--- src/hdl/scra_pkg.sv ---
`timescale 1ns / 1ps
`default_nettype none

package scra_pkg;

    localparam int MAX_FACES_DEF       = 4096;
    localparam int MAX_ENTRIES_DEF     = 1024;
    localparam int CACHE_ADDR_BITS_DEF = 20;
    localparam int HEADER_BYTES_DEF    = 8;

    localparam int RING_W     = 21;
    localparam int SIZE_W     = 17;
    localparam int DIM_W      = 9;
    localparam int OFF_W      = 20;
    localparam int FIELD_W    = 12;
    localparam int MIP_W      = 2;
    localparam int FACE_LIMIT = 256;

    localparam logic [RING_W-1:0] CACHE_BYTES_RST = 21'd1048576;

    localparam int TBL_W = 1 + MIP_W + RING_W + 2 * DIM_W;

    localparam logic [1:0] REG_CACHE_BYTES = 2'd0;

    typedef struct packed {
        logic rd;
        logic wr;
    } mem_ctrl_t;

endpackage

`default_nettype wire

--- src/hdl/scra_ram.sv ---
`timescale 1ns / 1ps
`default_nettype none

module scra_ram
    import scra_pkg::*;
#(
    parameter int DEPTH = 16,
    parameter int DW    = 8
) (
    input  wire logic                     clk,
    input  wire mem_ctrl_t                ctrl,
    input  wire logic [$clog2(DEPTH)-1:0] raddr,
    input  wire logic [$clog2(DEPTH)-1:0] waddr,
    input  wire logic [DW-1:0]            wdata,
    output logic      [DW-1:0]            rdata
);

    logic [DW-1:0] mem [DEPTH];

    always_ff @(posedge clk)
    begin
        if (ctrl.wr)
        begin
            mem[waddr] <= wdata;
        end
        if (ctrl.rd)
        begin
            rdata <= mem[raddr];
        end
    end

endmodule

`default_nettype wire

--- config.mk ---
export PLATFORM = sky130hd
export DESIGN_NAME = scra_ram
export DESIGN_NICKNAME = d
export VERILOG_FILES = /design/src/hdl/scra_pkg.sv /design/src/hdl/scra_ram.sv
export SDC_FILE = /design/constraint.sdc
export NUM_CORES = 1
export LEC_CHECK = 0
export BUFFER_PORTS_ARGS = -buffer_cell sky130_fd_sc_hd__buf_2
export CAP_MARGIN = 10
export CORE_MARGIN = 2
export CORE_UTILIZATION = 40
export DETAILED_ROUTE_END_ITERATION = 6
export PLACE_DENSITY = 0.53
export SLEW_MARGIN = 30
export SYNTH_ARGS = -nofsm -noshare
export SYNTH_HDL_FRONTEND = slang
export SYNTH_SLANG_ARGS = --single-unit
export TNS_END_PERCENT = 20
--- constraint.sdc ---
create_clock -name clk -period 2.1 [get_ports clk]
set_clock_uncertainty 0.05 [all_clocks]
set_input_delay 0.105 -clock clk [delete_from_list [all_inputs] [get_ports clk]]
set_output_delay 0.105 -clock clk [all_outputs]
set_load 0.05 [all_outputs]
Word level (Yosys, flattened, before mapping) --
Memory sizes are Yosys's and may differ from the RTL's. A register that Yosys moved wholly into a read port is not among the register bits. Index checks and enable logic that the tools add are counted.
Storage, ports and cells: register bits 0, RAM bits 128, input port bits 19, output and inout bits 8, logic and storage cells 3, memories kept 1
Cells by class: mux-type cells 2
Memories:
- mem | words 16, width 8, rd ports 1, clocked after memory_dff 1, wr ports 1, RTL line scra_ram.sv:18 | logic [DW-1:0] mem [DEPTH];
Operator list (number):
- two-way mux 1 bit | 2

Logic depth before layout (Yosys ltp) --
depth after elaboration 2, depth in mapped cells 5, mapped depth without buffers 3

Worst setup path before layout --
No wires, ideal clock.
path type input-to-reg, start input port waddr[2], end memory mem[0][0], enable pin, library setup time 0.383 ns, arrival 1.215 ns, data required time 1.667 ns, setup slack 0.452 ns, cell stages on the path 2, buffers on the path 0, cells stage by stage or3b_2 nor3_1
RTL lines:
- from (decl) | RTL line scra_ram.sv:13 | input wire logic [$clog2(DEPTH)-1:0] waddr,
- to (decl) | RTL line scra_ram.sv:18
Straight into the memory's write port.

==> flow_summary.toml <==
[route]
detail_route.drc_violations = 0
finalWirelength_um = 10000
route.met2.wl_um = 4970
avgViaCountPerCell = 5.11
detailroute.via_count = 2409
routedLengthMet1_um = 4570
detailroute.wirelength.met3_um = 346
detail-route-antenna-nets = 0
routedWlPerCell_um = 21.3
drtPass1Iterations = 4
dr.first_iter.drc_count = 172
routed.top_layer = "met4"

[sta]
period_utilization = 0.726
totalNegativeSetupSlack_ns = 0
grt_setup_unrepaired = "no"
drv_slew = 0
worstMarginPinSlew_ns = 0.395
setup_viol_count_final = 0
fmax_mhz = 656
finalHoldViolations = 0
timing.slew.headroom = 0.737
final.min_clock_period_ns = 1.52

[global_routing]
largest_net_degree_at_the_start_of_global_routing = 22
global_route.usage.total = 0.155
grt_pass1_wl_um = 15300
grt_pass1_vias = 2539
antenna_violations_before_repair = 0
gr-total-overflow = 0

[placed_design]
place_hpwl_um = 6590
routabilityCongestion = 0.731
io_buffer_count = 26

[clock_network]
cts_inserted_buffers = 17
root_buffer = "clkbuf_16"
postCtsResizedCells = 0
clkSinkCount = 136
clock_tree.htree_level_count = 4
holdBufCountCts = 0
cts_post_setup_buffers_inserted = 0
path_clk_slew_ns = 0.06
clk-insertion-delay-late_ns = 0.40
cts.path.max_buffers = 2
tritoncts = "built"

[finish]
final_nets = 305
post_route_cells_drive_above_1_share = 0.318
end_of_flow_core_utilization = 0.498
filler_cell_count = 1016
area.growth.synth_to_final_pct = 20.7
antenna-diode-count = 0

[setup_path]
worst_ep_arrival_time_ns = 1.62
worst_setup_path_end_kind = "flop"
timing.critical_path.fanout_max = 1
ff2ff_setup_slack_ns = 0.58
required_ns = 2.20
cp-start-kind = "flop"
path_class = "flop to flop"

[run]
max-cap-violations = 0

[yosys]
synth_seq_cells = 136
synthesis.nets = 248
yosys.cell_types.count = 18
syn_area_per_cell_um2 = 22.8
syn-instance-count = 229
syn_area_um2 = 5230
synth-seq-area-share = 0.781
ys.warnings.count = 0

[worst_hold_path]
worst_min_path_class = "input port to flop"

[power]
cellLeakagePower_nw = 2.14
irDropWorstVdd_mv = 0.510
pwr_density_cell_nw_per_um2 = 1040

[floorplan]
core_region_area_um2 = 12700
die_area_um2 = 14000
rows = 41
die_height_um = 118
fp.dieW_um = 118
io_pins = 27
initial_utilization = 0.413

[run_status]
run_status = "finished clean"
==> cells in the mapped netlist <==
library cell,n,share of area
nand2b_1,2,0.0024
and2_1,1,0.0012
nor3_1,4,0.0038
nand2_1,9,0.0065
nor2_1,13,0.0093
buf_2,3,0.0029
a22oi_1,16,0.023
or3b_2,1,0.0017
mux4_1,14,0.070
buf_6,3,0.0065
nand3b_1,2,0.0029
nor2b_1,1,0.0012
nand3_1,1,0.00096
mux4_2,18,0.078
and2b_1,1,0.0014
edfxtp_1,136,0.78
clkdlybuf4s25_2,3,0.0057
buf_4,1,0.0014
==> per-layer routing <==
layer	GRT usage	vias up
met3	0.0454	11
li1	-	1093
met4	0.0587	0
met1	0.206	1264
met2	0.244	41
met5	0	-
==> sequential cells by signal (all words and copies together), names as in the netlist <==
register / cells
mem: 128
rdata: 8
==> through the flow <==
step                      setup slack, ns  cells  area, um^2  total power [W]  hold slack [ns]
after global placement              0.355    439        5680          0.00346            0.453
final                               0.576    471        6310          0.00654           0.0354
after detailed placement            0.356    439        5680          0.00346            0.452
after CTS                           0.525    471        6310          0.00660           0.0239
after floorplan                     0.452    229        5230          0.00333            0.154
after global routing                0.495    471        6310          0.00675           0.0294
==> power breakdown <==
group | switching (W) | internal [W] | total, W
Sequential | 0.0000158 | 0.00306 | 0.00308
Combinational | 0.000202 | 0.000123 | 0.000325
Clock | 0.00105 | 0.00209 | 0.00314
Total | 0.00127 | 0.00527 | 0.00654
==> final timing paths <==
check,startpoint,to,cells after the start
setup reg to reg,mem[11][0],rdata[0],3
setup / recovery,mem[11][0],rdata[0],3
hold / removal,wdata[2],mem[3][2],1
hold reg to reg,mem[7][0],rdata[0],3
==> worst max-delay path: stages (launching register included) <==
cell	delay, ns
edfxtp_1	0.35
mux4_2	0.48
a22oi_1	0.31
nand2_1	0.08
==> cell type report <==
cell class              count  area (um^2)  share of cell area
multi-input cells          83         1060               0.168
clock buffers              17          425              0.0674
well taps                 172          215              0.0341
flip-flops and latches    136         4080               0.647
repair buffers             48          320              0.0508
clock inverters            15          205              0.0325
==> cell families (layout without fill, tap and decap cells) <==
| kind of cell | count (synthesis) | after routing | synth area share |
|---|---|---|---|
| AO/OA/AOI/OAI | 16 | 16 | 0.0230 |
| multiplexers | 32 | 32 | 0.148 |
| buffers and inverters | 10 | 80 | 0.0165 |
| flip-flops | 136 | 136 | 0.781 |
| AND/OR/NAND/NOR | 35 | 35 | 0.0314 |
==> cell usage in the layout (no fill, tap or decap), types with 2 or more instances in the layout <==
cell       instances
bufinv_16          5
mux4_1            14
clkinv_1           4
clkbuf_16         17
buf_12             2
nand3b_1           2
clkinv_2           3
a22oi_1           16
mux4_2            18
nand2_1            9
nand2b_1           2
buf_2             26
nor2_1            13
nor3_1             4
inv_6              2
buf_4             20
edfxtp_1         136
Note: power is estimated with default switching activity, not from simulation.
