File: src/hdl/scra_pkg.sv
`timescale 1ns / 1ps
`default_nettype none

package scra_pkg;

    localparam int MAX_FACES_DEF       = 4096;
    localparam int MAX_ENTRIES_DEF     = 1024;
    localparam int CACHE_ADDR_BITS_DEF = 20;
    localparam int HEADER_BYTES_DEF    = 8;

    localparam int RING_W     = 21;
    localparam int SIZE_W     = 17;
    localparam int DIM_W      = 9;
    localparam int OFF_W      = 20;
    localparam int FIELD_W    = 12;
    localparam int MIP_W      = 2;
    localparam int FACE_LIMIT = 256;

    localparam logic [RING_W-1:0] CACHE_BYTES_RST = 21'd1048576;

    localparam int TBL_W = 1 + MIP_W + RING_W + 2 * DIM_W;

    localparam logic [1:0] REG_CACHE_BYTES = 2'd0;

    typedef struct packed {
        logic rd;
        logic wr;
    } mem_ctrl_t;

endpackage

`default_nettype wire

File: src/hdl/scra_seq.sv
`timescale 1ns / 1ps
`default_nettype none

module scra_seq
    import scra_pkg::*;
#(
    parameter int MAX_FACES       = MAX_FACES_DEF,
    parameter int MAX_ENTRIES     = MAX_ENTRIES_DEF,
    parameter int CACHE_ADDR_BITS = CACHE_ADDR_BITS_DEF,
    parameter int HEADER_BYTES    = HEADER_BYTES_DEF,
    localparam int FACE_AW = $clog2(MAX_FACES),
    localparam int ENT_AW  = $clog2(MAX_ENTRIES),
    localparam int FIFO_W  = RING_W + SIZE_W + FACE_AW
) (
    input  wire logic                clk,
    input  wire logic                rst_n,
    input  wire logic                flush,
    input  wire logic [RING_W-1:0]   flush_bytes,
    input  wire logic [RING_W-1:0]   cache_bytes,
    input  wire logic                in_valid,
    output logic                     in_ready,
    input  wire logic [FIELD_W-1:0]  face_index,
    input  wire logic [MIP_W-1:0]    lod_level,
    input  wire logic [FIELD_W-1:0]  face_width,
    input  wire logic [FIELD_W-1:0]  face_height,
    output logic                     res_valid,
    input  wire logic                res_ready,
    output logic                     res_hit,
    output logic                     res_too_large,
    output logic [OFF_W-1:0]         res_offset,
    output logic [DIM_W-1:0]         res_width,
    output logic [DIM_W-1:0]         res_height,
    output mem_ctrl_t                tbl_ctrl,
    output logic [FACE_AW-1:0]       tbl_raddr,
    output logic [FACE_AW-1:0]       tbl_waddr,
    output logic [TBL_W-1:0]         tbl_wdata,
    input  wire logic [TBL_W-1:0]    tbl_rdata,
    output mem_ctrl_t                fifo_ctrl,
    output logic [ENT_AW-1:0]        fifo_raddr,
    output logic [ENT_AW-1:0]        fifo_waddr,
    output logic [FIFO_W-1:0]        fifo_wdata,
    input  wire logic [FIFO_W-1:0]   fifo_rdata
);

    localparam int CNT_W = $clog2(MAX_ENTRIES + 1);
    localparam logic [31:0] CapLim = 32'(1) << CACHE_ADDR_BITS;

    typedef enum logic [11:0] {
        S_CLEAR = 12'b000000000001,
        S_IDLE  = 12'b000000000010,
        S_MOD   = 12'b000000000100,
        S_TRD   = 12'b000000001000,
        S_CHK   = 12'b000000010000,
        S_MUL   = 12'b000000100000,
        S_FIT   = 12'b000001000000,
        S_ERD   = 12'b000010000000,
        S_EDEC  = 12'b000100000000,
        S_EVICT = 12'b001000000000,
        S_PUSH  = 12'b010000000000,
        S_DONE  = 12'b100000000000
    } state_t;

    typedef enum logic [2:0] {
        M_WRAP = 3'b001,
        M_LOOP = 3'b010,
        M_FULL = 3'b100
    } mode_t;

    state_t               state_reg, state_next;
    mode_t                mode_reg, mode_next;
    logic [FACE_AW-1:0]   clr_reg, clr_next;
    logic [RING_W-1:0]    head_reg, head_next;
    logic [RING_W-1:0]    tail_reg, tail_next;
    logic [RING_W-1:0]    end_reg, end_next;
    logic [ENT_AW-1:0]    rd_ptr_reg, rd_ptr_next;
    logic [ENT_AW-1:0]    wr_ptr_reg, wr_ptr_next;
    logic [CNT_W-1:0]     cnt_reg, cnt_next;

    logic [FIELD_W-1:0]   face_reg, face_next;
    logic [MIP_W-1:0]     mip_reg, mip_next;
    logic [FIELD_W-1:0]   fw_reg, fw_next;
    logic [FIELD_W-1:0]   fh_reg, fh_next;
    logic [DIM_W-1:0]     w_reg, w_next;
    logic [DIM_W-1:0]     h_reg, h_next;
    logic [SIZE_W-1:0]    size_reg, size_next;
    logic                 hit_reg, hit_next;
    logic                 tl_reg, tl_next;
    logic [OFF_W-1:0]     off_reg, off_next;
    logic [DIM_W-1:0]     rw_reg, rw_next;
    logic [DIM_W-1:0]     rh_reg, rh_next;

    logic [RING_W-1:0]    cap;
    logic [RING_W:0]      tail_sum;
    logic                 need_space;
    logic                 over_cap;
    logic [FACE_AW-1:0]   face_addr;

    logic                 t_res;
    logic [MIP_W-1:0]     t_mip;
    logic [RING_W-1:0]    t_off;
    logic [DIM_W-1:0]     t_w;
    logic [DIM_W-1:0]     t_h;
    logic [RING_W-1:0]    f_off;
    logic [SIZE_W-1:0]    f_size;
    logic [FACE_AW-1:0]   f_face;
    logic [2*DIM_W-1:0]   prod;

    assign cap = ({11'b0, cache_bytes} > CapLim) ? RING_W'(CapLim) : cache_bytes;

    // shared adder and comparators for the ring checks
    assign tail_sum   = {1'b0, tail_reg} + (RING_W + 1)'(size_reg);
    assign need_space = tail_sum > {1'b0, head_reg};
    assign over_cap   = tail_sum > {1'b0, cap};
    assign face_addr  = FACE_AW'(face_reg);

    assign {t_res, t_mip, t_off, t_w, t_h} = tbl_rdata;
    assign {f_off, f_size, f_face}         = fifo_rdata;
    assign prod = w_reg * h_reg;

    function automatic logic [ENT_AW-1:0] next_slot(input logic [ENT_AW-1:0] p);
        logic [ENT_AW-1:0] r;
        if (p == ENT_AW'(MAX_ENTRIES - 1))
        begin
            r = '0;
        end
        else
        begin
            r = p + 1'b1;
        end
        return r;
    endfunction

    assign in_ready      = (state_reg == S_IDLE);
    assign res_valid     = (state_reg == S_DONE);
    assign res_hit       = hit_reg;
    assign res_too_large = tl_reg;
    assign res_offset    = off_reg;
    assign res_width     = rw_reg;
    assign res_height    = rh_reg;

    always_comb
    begin
        state_next  = state_reg;
        mode_next   = mode_reg;
        clr_next    = clr_reg;
        head_next   = head_reg;
        tail_next   = tail_reg;
        end_next    = end_reg;
        rd_ptr_next = rd_ptr_reg;
        wr_ptr_next = wr_ptr_reg;
        cnt_next    = cnt_reg;
        face_next   = face_reg;
        mip_next    = mip_reg;
        fw_next     = fw_reg;
        fh_next     = fh_reg;
        w_next      = w_reg;
        h_next      = h_reg;
        size_next   = size_reg;
        hit_next    = hit_reg;
        tl_next     = tl_reg;
        off_next    = off_reg;
        rw_next     = rw_reg;
        rh_next     = rh_reg;
        tbl_ctrl    = '0;
        tbl_raddr   = face_addr;
        tbl_waddr   = face_addr;
        tbl_wdata   = '0;
        fifo_ctrl   = '0;
        fifo_raddr  = rd_ptr_reg;
        fifo_waddr  = wr_ptr_reg;
        fifo_wdata  = {tail_reg, size_reg, face_addr};

        unique case (state_reg)
            S_CLEAR:
            begin
                tbl_ctrl.wr = 1'b1;
                tbl_waddr   = clr_reg;
                clr_next    = clr_reg + 1'b1;
                if (clr_reg == FACE_AW'(MAX_FACES - 1))
                begin
                    state_next = S_IDLE;
                end
            end
            S_IDLE:
            begin
                if (in_valid)
                begin
                    face_next  = face_index;
                    mip_next   = lod_level;
                    fw_next    = face_width;
                    fh_next    = face_height;
                    state_next = S_MOD;
                end
            end
            S_MOD:
            begin
                // fold the face index into the table range
                if ({20'b0, face_reg} >= 32'(MAX_FACES))
                begin
                    face_next = face_reg - FIELD_W'(MAX_FACES);
                end
                else
                begin
                    state_next = S_TRD;
                end
            end
            S_TRD:
            begin
                tbl_ctrl.rd = 1'b1;
                state_next  = S_CHK;
            end
            S_CHK:
            begin
                hit_next = 1'b0;
                tl_next  = 1'b0;
                off_next = '0;
                rw_next  = '0;
                rh_next  = '0;
                if (t_res && t_mip == mip_reg)
                begin
                    hit_next   = 1'b1;
                    off_next   = t_off[OFF_W-1:0];
                    rw_next    = t_w;
                    rh_next    = t_h;
                    state_next = S_DONE;
                end
                else if (fw_reg > FIELD_W'(FACE_LIMIT) || fh_reg > FIELD_W'(FACE_LIMIT))
                begin
                    tl_next    = 1'b1;
                    state_next = S_DONE;
                end
                else
                begin
                    w_next     = DIM_W'(fw_reg >> mip_reg);
                    h_next     = DIM_W'(fh_reg >> mip_reg);
                    state_next = S_MUL;
                end
            end
            S_MUL:
            begin
                size_next  = SIZE_W'(prod + (2*DIM_W)'(HEADER_BYTES));
                state_next = S_FIT;
            end
            S_FIT:
            begin
                if ({4'b0, size_reg} > cap)
                begin
                    tl_next    = 1'b1;
                    state_next = S_DONE;
                end
                else if (need_space)
                begin
                    if (over_cap)
                    begin
                        end_next  = tail_reg;
                        head_next = '0;
                        tail_next = '0;
                        mode_next = M_WRAP;
                    end
                    else
                    begin
                        mode_next = M_LOOP;
                    end
                    state_next = S_ERD;
                end
                else
                begin
                    mode_next  = M_FULL;
                    state_next = S_ERD;
                end
            end
            S_ERD:
            begin
                fifo_ctrl.rd = 1'b1;
                state_next   = S_EDEC;
            end
            S_EDEC:
            begin
                tbl_raddr = f_face;
                unique case (mode_reg)
                    M_WRAP:
                    begin
                        // drop entries stranded past the old tail
                        if (cnt_reg != '0 && f_off >= end_reg)
                        begin
                            tbl_ctrl.rd = 1'b1;
                            state_next  = S_EVICT;
                        end
                        else
                        begin
                            mode_next = M_LOOP;
                        end
                    end
                    M_LOOP:
                    begin
                        if (!need_space)
                        begin
                            mode_next = M_FULL;
                        end
                        else if (head_reg >= end_reg || cnt_reg == '0 || f_off < head_reg)
                        begin
                            head_next = cap;
                        end
                        else
                        begin
                            tbl_ctrl.rd = 1'b1;
                            state_next  = S_EVICT;
                        end
                    end
                    M_FULL:
                    begin
                        if (cnt_reg >= CNT_W'(MAX_ENTRIES))
                        begin
                            tbl_ctrl.rd = 1'b1;
                            state_next  = S_EVICT;
                        end
                        else
                        begin
                            state_next = S_PUSH;
                        end
                    end
                    default:
                    begin
                        mode_next = M_FULL;
                    end
                endcase
            end
            S_EVICT:
            begin
                if (t_res && t_off == f_off)
                begin
                    tbl_ctrl.wr = 1'b1;
                    tbl_waddr   = f_face;
                    tbl_wdata   = {1'b0, tbl_rdata[TBL_W-2:0]};
                end
                rd_ptr_next = next_slot(rd_ptr_reg);
                cnt_next    = cnt_reg - 1'b1;
                if (mode_reg == M_LOOP)
                begin
                    head_next = RING_W'({1'b0, f_off} + (RING_W + 1)'(f_size));
                end
                state_next = S_ERD;
            end
            S_PUSH:
            begin
                fifo_ctrl.wr = 1'b1;
                tbl_ctrl.wr  = 1'b1;
                tbl_wdata    = {1'b1, mip_reg, tail_reg, w_reg, h_reg};
                hit_next     = 1'b0;
                tl_next      = 1'b0;
                off_next     = tail_reg[OFF_W-1:0];
                rw_next      = w_reg;
                rh_next      = h_reg;
                tail_next    = tail_sum[RING_W-1:0];
                if (tail_sum > {1'b0, end_reg})
                begin
                    end_next = tail_sum[RING_W-1:0];
                end
                wr_ptr_next = next_slot(wr_ptr_reg);
                cnt_next    = cnt_reg + 1'b1;
                state_next  = S_DONE;
            end
            S_DONE:
            begin
                if (res_ready)
                begin
                    state_next = S_IDLE;
                end
            end
            default:
            begin
                state_next = S_IDLE;
            end
        endcase

        if (flush)
        begin
            state_next  = S_CLEAR;
            clr_next    = '0;
            head_next   = '0;
            tail_next   = flush_bytes;
            end_next    = '0;
            rd_ptr_next = '0;
            wr_ptr_next = '0;
            cnt_next    = '0;
        end
    end

    always_ff @(posedge clk or negedge rst_n)
    begin
        if (!rst_n)
        begin
            state_reg  <= S_CLEAR;
            mode_reg   <= M_FULL;
            clr_reg    <= '0;
            head_reg   <= '0;
            tail_reg   <= CACHE_BYTES_RST;
            end_reg    <= '0;
            rd_ptr_reg <= '0;
            wr_ptr_reg <= '0;
            cnt_reg    <= '0;
        end
        else
        begin
            state_reg  <= state_next;
            mode_reg   <= mode_next;
            clr_reg    <= clr_next;
            head_reg   <= head_next;
            tail_reg   <= tail_next;
            end_reg    <= end_next;
            rd_ptr_reg <= rd_ptr_next;
            wr_ptr_reg <= wr_ptr_next;
            cnt_reg    <= cnt_next;
        end
    end

    always_ff @(posedge clk)
    begin
        face_reg <= face_next;
        mip_reg  <= mip_next;
        fw_reg   <= fw_next;
        fh_reg   <= fh_next;
        w_reg    <= w_next;
        h_reg    <= h_next;
        size_reg <= size_next;
        hit_reg  <= hit_next;
        tl_reg   <= tl_next;
        off_reg  <= off_next;
        rw_reg   <= rw_next;
        rh_reg   <= rh_next;
    end

`ifndef SYNTHESIS
    a_cnt_bound: assert property (@(posedge clk) disable iff (!rst_n)
        cnt_reg <= CNT_W'(MAX_ENTRIES))
        else $error("entry count above depth");

    a_evict_nonempty: assert property (@(posedge clk) disable iff (!rst_n)
        state_reg == S_EVICT |-> cnt_reg != '0)
        else $error("eviction from empty entry queue");

    a_result_excl: assert property (@(posedge clk) disable iff (!rst_n)
        state_reg == S_DONE |-> !(hit_reg && tl_reg))
        else $error("hit and refusal together");

    a_push_fits: assert property (@(posedge clk) disable iff (!rst_n)
        state_reg == S_PUSH |-> tail_sum <= {1'b0, cap})
        else $error("allocation past usable end");
`endif

endmodule

`default_nettype wire

File: config.mk
export PLATFORM = sky130hd
export DESIGN_NAME = scra_seq
export DESIGN_NICKNAME = d
export VERILOG_FILES = /design/src/hdl/scra_pkg.sv /design/src/hdl/scra_seq.sv
export SDC_FILE = /design/constraint.sdc
export NUM_CORES = 1
export LEC_CHECK = 0
export BUFFER_PORTS_ARGS = -buffer_cell sky130_fd_sc_hd__buf_4
export CORE_MARGIN = 1
export CORE_UTILIZATION = 28
export CTS_CLUSTER_DIAMETER = 150
export CTS_CLUSTER_SIZE = 30
export DETAILED_ROUTE_END_ITERATION = 10
export PLACE_DENSITY_LB_ADDON = 0.3
export SETUP_SLACK_MARGIN = 0.4
export SYNTH_ARGS = -nofsm -noshare
export SYNTH_HDL_FRONTEND = slang
export SYNTH_SLANG_ARGS = --single-unit
File: constraint.sdc
create_clock -name clk -period 11.8 [get_ports clk]
set_clock_uncertainty 0.15 [all_clocks]
set_input_delay 1.18 -clock clk [delete_from_list [all_inputs] [get_ports clk]]
set_output_delay 1.18 -clock clk [all_outputs]
set_load 0.02 [all_outputs]
After elaboration in Yosys (flattened, before gate mapping)
Cells that the tools add are included.
{"block": "word_totals", "regBits": 234, "in_bits": 177, "out_inout_bits": 182, "elab_cells": 186}
{"block": "op_classes", "n_addsub": 8, "n_mul": 1, "magnitude_cmp": 11, "n_eq_ne": 40, "shift": 2, "n_mux": 75, "bitwise_logic": 2, "reduce_logical": 26}
{"operator": "$mux W21", "n": 15}
{"operator": "$mux W12", "n": 14}
{"operator": "$pmux W12 S12", "n": 1}
{"operator": "$pmux W21 S2", "n": 2}
{"operator": "$pmux W42 S2", "n": 1}
{"operator": "$gt A22 B21 Y1", "n": 3}
{"operator": "$pmux W21 S3", "n": 1}
{"operator": "$mux W10", "n": 6}
{"operator": "$ge A21 B21 Y1", "n": 2}
{"operator": "$mux W41", "n": 1}
{"operator": "$pmux W20 S2", "n": 1}
{"operator": "$ne A3 B3 Y1 const B", "n": 12}
{"operator": "$pmux W12 S3", "n": 1}
{"operator": "$pmux W9 S2", "n": 2}
{"operator": "$eq A12 B12 Y1 const B", "n": 2}
{"operator": "$gt A12 B9 Y1 const B", "n": 2}
{"operator": "$pmux W12 S2", "n": 1}
{"operator": "$shr A12 B2 Y9", "n": 2}
{"operator": "$add A21 B17 Y22", "n": 1}
{"operator": "$mux W11", "n": 2}
{"operator": "$pmux W11 S2", "n": 1}
{"operator": "$add A21 B17 Y21", "n": 1}
{"operator": "$eq A21 B21 Y1", "n": 1}
{"operator": "$gt A17 B21 Y1", "n": 1}
{"operator": "other kinds (53)", "n": 89}

Depth between registers and ports, before layout
{"block": "depth", "depth_word": 8, "mapped_depth": 20, "mapped_depth_nobuf": 19}

Worst setup path after synthesis
No wires, ideal clock.
{"block": "synth_timing", "kind": "register to output", "start": "register size_reg[0]", "end": "output port tbl_ctrl[1] in the netlist's numbering", "arrival_time_ns": 4.193, "required_ns": 10.470, "setup_slack_ns": 6.277, "stages_incl_launch_ff": 17, "path_buffers": 0, "cell_sequence": "edfxtp_1 ha_1 fa_1 a21oi_1 o21ai_0 a211oi_1 o21ai_0 a21o_1 o21ai_0 xnor2_1 ha_1 nand3_1 or2_2 o22ai_1 a21bo_2 nand4_1 o311ai_0"}
{"item": "from (decl)", "line": "scra_seq.sv:85", "source": "logic [SIZE_W-1:0] size_reg, size_next;"}
{"item": "from (signal assigned)", "line": "scra_seq.sv:425", "source": "size_reg <= size_next;"}
{"item": "to (decl)", "line": "scra_seq.sv:33", "source": "output mem_ctrl_t tbl_ctrl,"}

Final worst setup path
{"block": "layout_timing", "start": "register size_reg[0]", "end": "register end_reg[4]"}
{"block": "layout_via", "elab_chain_cells": 4, "word_cells_on_any_way": 13, "classes_between": "add/sub (1); order compare (4); eq/ne (4); mux (3); reduce/logical (1)"}
{"item": "$add A21 B17 Y22", "line": "scra_seq.sv:111", "source": "assign tail_sum = {1'b0, tail_reg} + (RING_W + 1)'(size_reg);"}
{"item": "$gt A22 B21 Y1 (tied with other cells)", "line": "scra_seq.sv:355", "source": "if (tail_sum > {1'b0, end_reg})"}
{"item": "$ne A3 B3 Y1 (no source line) / $pmux W21 S2 (equally long branches)"}
{"item": "$reduce_and A5 Y1 (no source line) / $mux W21 (equally long branches)"}
{"item": "to (signal assigned)", "line": "scra_seq.sv:410", "source": "end_reg <= end_next;"}
{"item": "to (decl)", "line": "scra_seq.sv:74", "source": "logic [RING_W-1:0] end_reg, end_next;"}
Parallel ways exist; a longest one is shown, timed or not. The select of a mux whose other input is x is not followed.
A chain may end at the register's enable or synchronous reset.

==> run summary <==
CTS root buf - clkbuf_16
clk sinks - 234
CTS clock-pin slew for the worst setup and hold paths - 0.13 ns
#FFs+latches synth - 234
Pleak - 0.0103 uW
Post CTS Setup Buffer Count - 0
first-pass detailed-route iteration total - 5
syn_area_per_cell - 9.56 um2
top post-synthesis cells by area - edfxtp_1 (18%), dfrtp_1 (15%), ha_1 (15%)
DR vias - 17000
Die H - 264 um
die area - 69500 um2
first-pass GRT wire length - 105000 um
# Max-Cap Violations - 0
Nets - 2765
worst hold path endpoint - end_reg[17]
CP Class - reg -> reg
worst min path class - reg -> reg
HPWL after DPL - 57300 um
sequential group share of total power - 0.381
Reg2Reg Setup Slack - 4.93 ns
Worst Max-Slew Pin Slew - 1.26 ns
crit end category - register
TritonCTS clock tree - built
Top FF cell, synth - dfrtp_1
gr ovfl total - 0
worst vdd ir - 0.0000890 V
area grow syn2layout - 20.7%
slew margin rel. - 0.158
GRT Total Usage - 0.198
row count - 95
Logic pwr share - 0.412
worst hold margin - 0.374 ns
initial antenna violation count - 2
Worst Hold Depth - 1
fin crit period - 6.87 ns
setup total negative slack - 0 ns
initial DRC count - 1231
num ports - 359
final hold vios - 0
Synth async-reset ratio - 0.517
number of flops mapped to enable cells by yosys - 113
RSZ-0062 raised after global routing - false
TritonCTS Buffers - 12
core area - 67500 um2
most frequent cell after synthesis - nand2_1
Switching Fraction - 0.398
post-cts sizing count - 0
Synth Cell Area - 19200 um2
Netlist cell types - 80
CP Max Fanout - 22
Power Internal - 1540 uW
R2R Path End - end_reg[4]
clock power share - 0.206
status - complete, no violations
R2R Path Start - size_reg[0]
Bufs on Longest Clock Path - 3
pwr dens - 111 nW/um2
largest net degree at the start of global routing - 65
Initial Utilization - 0.284
post-DR vias/cell - 5.34
Routed WL - 71200 um
synth warn - 0
synth cell count leaders - nand2_1 (245), ha_1 (225), inv_1 (129), nor2_1 (121), dfrtp_1 (118)
r2r worst-path depth - 17
NetSw - 1020 uW
ANT nets after route - 0
Fillers - 6937
Clock Latency Late Sink - 0.53 ns
fin crit share - 0.582
FF/Latch Area - 6420 um2
vias in the first global route - 16800
sequential area share after synthesis - 0.335
Avg WL per Cell - 22.3 um
cell type with the largest total area after synthesis - edfxtp_1
Cells after Synth - 2006
multi-input logic area - 12000 um2
DRC Markers - 0
post-synth top area share - 0.177
Syn Nets - 2459
min-delay src - end_reg[17]
die width - 264 um
crit start category - register
RePlAce Congestion - 0.941
layout cells sized above 1 - 0.195
Worst Path Required - 12.06 ns
Max Slew Vio Count - 0
CP arrival - 7.13 ns
Fmax - 0.146 GHz
final setup violation count - 0
Buffers on Ports - 358
post-cts hold buffer count - 0
H-tree depth - 1
==> power groups by stage <==
| stage | clock network [uW] | registers, uW | logic, uW |
|---|---|---|---|
| floorplan | 0 | 979 | 665 |
| global placement | 0 | 991 | 1010 |
| detailed placement | 0 | 993 | 1040 |
| CTS | 549 | 975 | 1050 |
| global route | 570 | 983 | 1170 |
| finish | 528 | 977 | 1060 |
==> worst max-delay path, cell delays in order (launching register included) <==
cell and delay [ns]:
edfxtp_1 0.46, ha_1 0.29, fa_1 0.42, a21oi_1 0.20
o21ai_0 0.13, a211oi_1 0.48, o21ai_0 0.23, a21o_1 0.24
o21ai_0 0.36, xnor2_1 0.28, ha_1 0.37, nand3_1 0.08
or2_2 0.31, o22ai_1 0.33, nor2_1 0.20, o31ai_4 0.93
a21o_1 0.83, mux2_2 0.43
==> cell families (layout without fill, tap and decap cells) <==
kind of cell / Yosys count / count (layout) / share of synthesized area
muxes: 51 / 51 / 0.0391
other: 0 / 1 / 0
AOI/OAI and AO/OA: 483 / 483 / 0.172
xor gates and xnor gates: 105 / 105 / 0.0480
adders and majority gates: 276 / 276 / 0.200
and+or+nand+nor: 646 / 646 / 0.163
buffers and inverters: 211 / 523 / 0.0427
DFF: 234 / 234 / 0.335
==> cells in the final DEF, fill, tap and decap left out, drive strengths merged, types with 16 or more instances in the layout <==
cell    count
a211oi     17
mux4       18
nand2     246
and2       48
dfrtp     118
xnor2      49
o21ai      93
inv       131
a21oi     111
nand4      32
nor2b      17
a22oi      51
edfxtp    113
nor4       20
ha        225
nor2      122
a22o       78
fa         51
a21o       35
clkbuf     16
nor3       36
buf       372
mux2i      21
xor2       56
nand3      42
==> cell type report <==
| cell class | count | area share |
|---|---|---|
| clock buffer | 16 | 0.0145 |
| timing repair buffer | 372 | 0.121 |
| antenna | 1 | 0.000108 |
| tap | 873 | 0.0472 |
| clock inverter | 4 | 0.00178 |
| sequential | 234 | 0.278 |
| multi-input combinational | 1561 | 0.517 |
| inverter | 131 | 0.0213 |
==> metrics by stage <==
| step | worst slack (ns) | instances | cell area [um2] | total power (uW) | utilization |
|---|---|---|---|---|---|
| global placement | 5.22 | 3171 | 22800 | 2000 | 0.337 |
| finish | 4.93 | 3192 | 23100 | 2560 | 0.343 |
| global route | 4.48 | 3192 | 23100 | 2720 | 0.343 |
| detailed placement | 5.02 | 3171 | 22800 | 2030 | 0.337 |
| CTS | 4.98 | 3191 | 23100 | 2570 | 0.343 |
| floorplan | 6.28 | 2006 | 19200 | 1640 | - |
==> worst max path at each step <==
stage                      from          end  slack (ns)  cells past startpoint
floorplan           size_reg[0]  tbl_ctrl[1]        6.28                     16
global placement    tail_reg[0]   end_reg[2]        5.22                     18
detailed placement  size_reg[0]   end_reg[2]        5.02                     18
global route        size_reg[0]   end_reg[0]        4.48                     18
finish              size_reg[0]   end_reg[4]        4.93                     17
CTS                 size_reg[0]   end_reg[2]        4.98                     18
==> layer usage <==
metal	wire [um]	global-route usage	vias up
met1	31900	0.269	8429
li1	-	-	7915
met5	17	0	-
met3	4500	0.0270	96
met4	2100	0.0580	2
met2	32700	0.326	591
Power figures use the tool's default switching activity.
